### src/rtl/core/nvs_pkg.sv
// nvs_pkg: shared types, constants and codes for the nearest vertex search core.
// Used by nvs_vertex_mem, nvs_dist_unit and nearest_vertex_search_core.
// No dependencies.
package nvs_pkg;

  // Field widths fixed by the interface
  localparam int COORD_W    = 16;
  localparam int NCOORD     = 4;
  localparam int DIM_SEL_W  = 2;
  localparam int DIMS_W     = 3;
  localparam int COUNT_W    = 11;
  localparam int INDEX_W    = 10;
  localparam int CFG_DATA_W = 11;
  localparam int DIST_W     = 34;
  localparam int DIFF_W     = COORD_W + 1;
  localparam int WORD_W     = NCOORD * COORD_W;

  // Default table depth
  localparam int MAX_VERTICES_DEF = 1024;

  // Saturated distance, also the empty-table answer
  localparam logic [DIST_W-1:0] DIST_MAX = {DIST_W{1'b1}};

  // Request command codes
  localparam logic CMD_WRITE = 1'b0;
  localparam logic CMD_QUERY = 1'b1;

  // Configuration register indexes
  localparam logic REG_DIMS_IN_USE  = 1'b0;
  localparam logic REG_VERTEX_COUNT = 1'b1;

  // Query sequencer states
  typedef enum logic [2:0] {
    S_IDLE,
    S_READ,
    S_DIFF,
    S_SQ,
    S_ACC,
    S_CMP,
    S_DONE
  } seq_state_t;

  // Control from the sequencer to the distance unit
  typedef struct packed {
    logic diff_en;
    logic sq_en;
    logic acc_en;
    logic acc_first;
  } dist_ctrl_t;

endpackage

### src/rtl/core/nvs_dist_unit.sv
// nvs_dist_unit: shared difference, square and saturating accumulate datapath,
// one coordinate per pass. Depends on nvs_pkg.
module nvs_dist_unit (
  input  logic                                    clk,
  input  nvs_pkg::dist_ctrl_t                     ctrl,
  input  logic [nvs_pkg::DIM_SEL_W-1:0]           dim_sel,
  input  logic [nvs_pkg::NCOORD-1:0][nvs_pkg::COORD_W-1:0] query_pt,
  input  logic [nvs_pkg::WORD_W-1:0]              vertex_word,
  output logic [nvs_pkg::DIST_W-1:0]              acc
);

  logic [nvs_pkg::COORD_W-1:0]      q_sel;
  logic [nvs_pkg::COORD_W-1:0]      v_sel;
  logic signed [nvs_pkg::DIFF_W-1:0] diff_next;
  logic signed [nvs_pkg::DIFF_W-1:0] diff;
  logic signed [nvs_pkg::DIST_W-1:0] sq_full;
  logic [nvs_pkg::DIST_W-1:0]       sq;
  logic [nvs_pkg::DIST_W-1:0]       acc_base;
  logic [nvs_pkg::DIST_W:0]         sum;
  logic [nvs_pkg::DIST_W-1:0]       acc_next;

  // Coordinate select and sign-extended difference
  always_comb begin
    q_sel     = query_pt[dim_sel];
    v_sel     = vertex_word[dim_sel*nvs_pkg::COORD_W +: nvs_pkg::COORD_W];
    diff_next = $signed({q_sel[nvs_pkg::COORD_W-1], q_sel})
              - $signed({v_sel[nvs_pkg::COORD_W-1], v_sel});
  end

  // Square of the difference, always non-negative and below 2^33
  assign sq_full = diff * diff;

  // Saturating accumulate, restarts at the first coordinate
  always_comb begin
    acc_base = ctrl.acc_first ? '0 : acc;
    sum      = {1'b0, acc_base} + {1'b0, sq};
    acc_next = sum[nvs_pkg::DIST_W] ? nvs_pkg::DIST_MAX : sum[nvs_pkg::DIST_W-1:0];
  end

  always_ff @(posedge clk) begin
    if (ctrl.diff_en) begin
      diff <= diff_next;
    end
    if (ctrl.sq_en) begin
      sq <= unsigned'(sq_full);
    end
    if (ctrl.acc_en) begin
      acc <= acc_next;
    end
  end

endmodule

### config.mk
export PLATFORM = sky130hd
export DESIGN_NAME = nvs_dist_unit
export DESIGN_NICKNAME = d
export VERILOG_FILES = /design/src/rtl/core/nvs_pkg.sv /design/src/rtl/core/nvs_dist_unit.sv
export SDC_FILE = /design/constraint.sdc
export NUM_CORES = 1
export LEC_CHECK = 0
export BUFFER_PORTS_ARGS = -buffer_cell sky130_fd_sc_hd__buf_2
export CORE_UTILIZATION = 52
export DETAILED_ROUTE_END_ITERATION = 8
export PLACE_DENSITY = 0.8
export SYNTH_ARGS = -nofsm -noshare
export SYNTH_HDL_FRONTEND = slang
export SYNTH_SLANG_ARGS = --single-unit
### constraint.sdc
create_clock -name clk -period 7.4 [get_ports clk]
set_input_delay 1.48 -clock clk [delete_from_list [all_inputs] [get_ports clk]]
set_output_delay 1.48 -clock clk [all_outputs]
set_load 0.005 [all_outputs]
==> results.yml <==
yosys:
  yosysMostFrequentCell: "inv_1"
  synth-async-reset-ratio: 0
  synth_seq_cells: 84
  synth_compound_area_frac: 0.0795
  synthCells: 1589
  muxShareOfSynthArea: 0.0470
  syn_area_um2: 15800
  ys_warn_count: 0
  synth-edff-count: 84
  synth_area_per_cell_um2: 9.92
  yosysTopAreaCell: "fa_1"
  ys_types: 61
  synth_top_family_by_area: "adder cells"
  synthFlopType: "edfxtp_1"
  synthSimpleGateAreaFrac: 0.115
  synthTopCellsByCount: "inv_1, fa_1, ha_1"
  synthAdderAreaFrac: 0.451
  synthDominantCellAreaShare: 0.338
  synth_xor_xnor_area_share: 0.0472
  yosysSeqAreaShare: 0.160
  synthTopCellsByArea: "fa_1, edfxtp_1, ha_1, inv_1, mux4_2"
  synth_nets: 2132
layout:
  syn2layout_area_growth_pct: 10.7
  diodes: 0
  fill_cells: 2413
  drive_above_1_share: 0.146
  multiInputGateArea_um2: 11600
  seqCellArea_um2: 2520
  nNetsFinal: 2301
timing:
  post-route-period-util: 0.955
  finalSetupViolations: 0
  slew-limit-headroom: 0.418
  rsz0062_at_grt: "false"
  finClkSkew_ns: 0.0103
  tightest_slew_ns: 0.873
  slew_violations: 0
  max_freq_mhz: 141
  post-route-min-period_ns: 7.07
  finalHoldViolations: 0
  finalSetupTns_ns: 0
cts:
  clock_sink_count: 84
  htree_num_levels: 3
  clock_latency_ns: 0.35
  cts_root_buf: "clkbuf_16"
  clk_pin_slew_ns: 0.08
  cts_tree: "built"
  post_cts_resized: 0
  post_cts_buffers: 0
  cts_hold_buf: 0
  cts-buffers-inserted: 9
  cts_buffer_depth: 2
route:
  viasPerCell: 5.35
  ant_nets: 0
  wire_per_inst_um: 16.5
  drt-total-wl_mm: 35.5
  dr.first_iter.drc_count: 729
  vias: 11525
  drc_errors: 0
  firstDrtPassIters: 5
worst_setup_path:
  cp_top_family: "adder cells"
  critPathLaunch: "diff[14]$_DFFE_PP_"
  cpMostUsedCell: "fa_1"
  worstPathMaxFanout: 20
  path_class: "reg2reg"
  critPathCaptureType: "register"
  cp_data_required_time_ns: 7.49
  critical-path-max-stage-delay_ns: 0.88
  worstReg2RegEnd: "sq[33]$_DFFE_PP_"
  critPathBufInv: 2
  setup.worst_path.end: "sq[33]$_DFFE_PP_"
  path_cells: "and2_1 -> ha_1 -> a31o_2 -> fa_1 -> fa_1 -> fa_1 -> fa_1 -> inv_1 -> fa_1 -> inv_1 -> ha_1 -> a21oi_1 -> o21ai_0 -> a211oi_1 -> a22o_1 -> a31oi_1 -> a41o_1 -> or4_1 -> a31o_2 -> a21oi_2 -> xnor2_1"
  path_depth: 21
  regToRegSetupSlack_ns: 0.33
  startpoint_type: "register"
  r2r_cells: 21
  crit_slowest_cell: "edfxtp_1"
  reg2reg_from: "diff[14]$_DFFE_PP_"
  arrival_ns: 7.16
placed_design:
  place.gp.congestion: 0.955
  io_buffers: 168
  dp_hpwl_mm: 30.1
floorplanning:
  num_rows: 63
  die_y_um: 176
  fp.dieW_um: 176
  io_pins: 169
  dieArea_um2: 31000
  initial_core_util: 0.530
  coreArea_um2: 29700
run_status:
  status: "completed"
global_routing:
  antenna_found_initial: 0
  grt_pass1_vias: 12473
  grt_overflow: 0
  grt_max_degree: 36
  grt_usage: 0.243
  grt_pass1_wl_mm: 59.5
hold_path:
  hold_class: "reg2reg"
flow_run:
  max-cap-violations: 0
## routing by layer
layer / GRT usage / part of all wire / vias up
met5: 0 / 0 / -
met4: 0.0993 / 0.039 / 0
li1: - / - / 5339
met3: 0.0314 / 0.065 / 84
met2: 0.425 / 0.49 / 508
met1: 0.303 / 0.41 / 5594
## registers in the layout (all words and copies together) (netlist names)
signal / count
diff: 17
acc: 34
sq: 33
## placed cells by master (no fill, tap or decap), types with 15 or more instances in the layout
cell type	count
a21oi_1	51
xnor2_1	61
inv_1	383
mux4_2	32
and2_1	54
buf_2	168
nand2_1	136
nor2b_1	56
buf_4	27
a21o_1	25
edfxtp_1	84
nand2b_1	15
xor2_1	24
fa_1	266
ha_1	142
o21ai_0	33
nor2_1	68
## cell type report
type                       count  share of cell area
clock buffer                   9              0.0129
clock inverter                 7             0.00437
inverter                     384              0.0826
multi-input combinational   1084               0.668
sequential                    84               0.145
tap                          390              0.0280
timing repair buffer         195              0.0598
## logic make-up (layout without fill, tap and decap cells)
logic type / count (synthesis) / after routing
AOI/OAI and AO/OA: 186 / 186
adders and majority gates: 408 / 408
and+or+nand+nor: 371 / 371
xor gates and xnor gates: 85 / 85
muxes: 34 / 34
DFF: 84 / 84
buffers and inverters: 421 / 595
## stage by stage
step | utilization | cell area [um^2] | hold WS (ns) | setup WS (ns) | std cells
global route | 0.587 | 17400 | 0.712 | 0.00830 | 2153
CTS | 0.584 | 17300 | 0.695 | 0.277 | 2140
detailed placement | 0.574 | 17000 | 0.643 | 0.344 | 2124
global placement | 0.574 | 17000 | 0.621 | 0.500 | 2124
finish | 0.587 | 17400 | 0.685 | 0.331 | 2153
floorplan | - | 15800 | 0.561 | 0.751 | 1589
## tightest hold or removal path, stage by stage (launching register included)
cell and delay, ns:
edfxtp_1 0.34, ha_1 0.13, nand2b_1 0.11
## worst min path at each step
| stage | slack [ns] | endpoint | cells past startpoint | startpoint |
|---|---|---|---|---|
| 2_1_floorplan | 0.56 | sq[0]$_DFFE_PP_ | 0 | diff[0]$_DFFE_PP_ |
| 3_3_place_gp | 0.62 | acc[0]$_SDFFCE_PP1P_ | 2 | sq[0]$_DFFE_PP_ |
| 3_5_place_dp | 0.64 | acc[0]$_SDFFCE_PP1P_ | 2 | sq[0]$_DFFE_PP_ |
| 4_1_cts | 0.70 | acc[0]$_SDFFCE_PP1P_ | 2 | sq[0]$_DFFE_PP_ |
| 5_1_grt | 0.71 | acc[0]$_SDFFCE_PP1P_ | 2 | sq[0]$_DFFE_PP_ |
| 6_report | 0.69 | acc[0]$_SDFFCE_PP1P_ | 2 | sq[0]$_DFFE_PP_ |
Power is left out: the tool's default activity adds up to more than one toggle a clock period on the data nets, which glitch-free logic cannot reach.
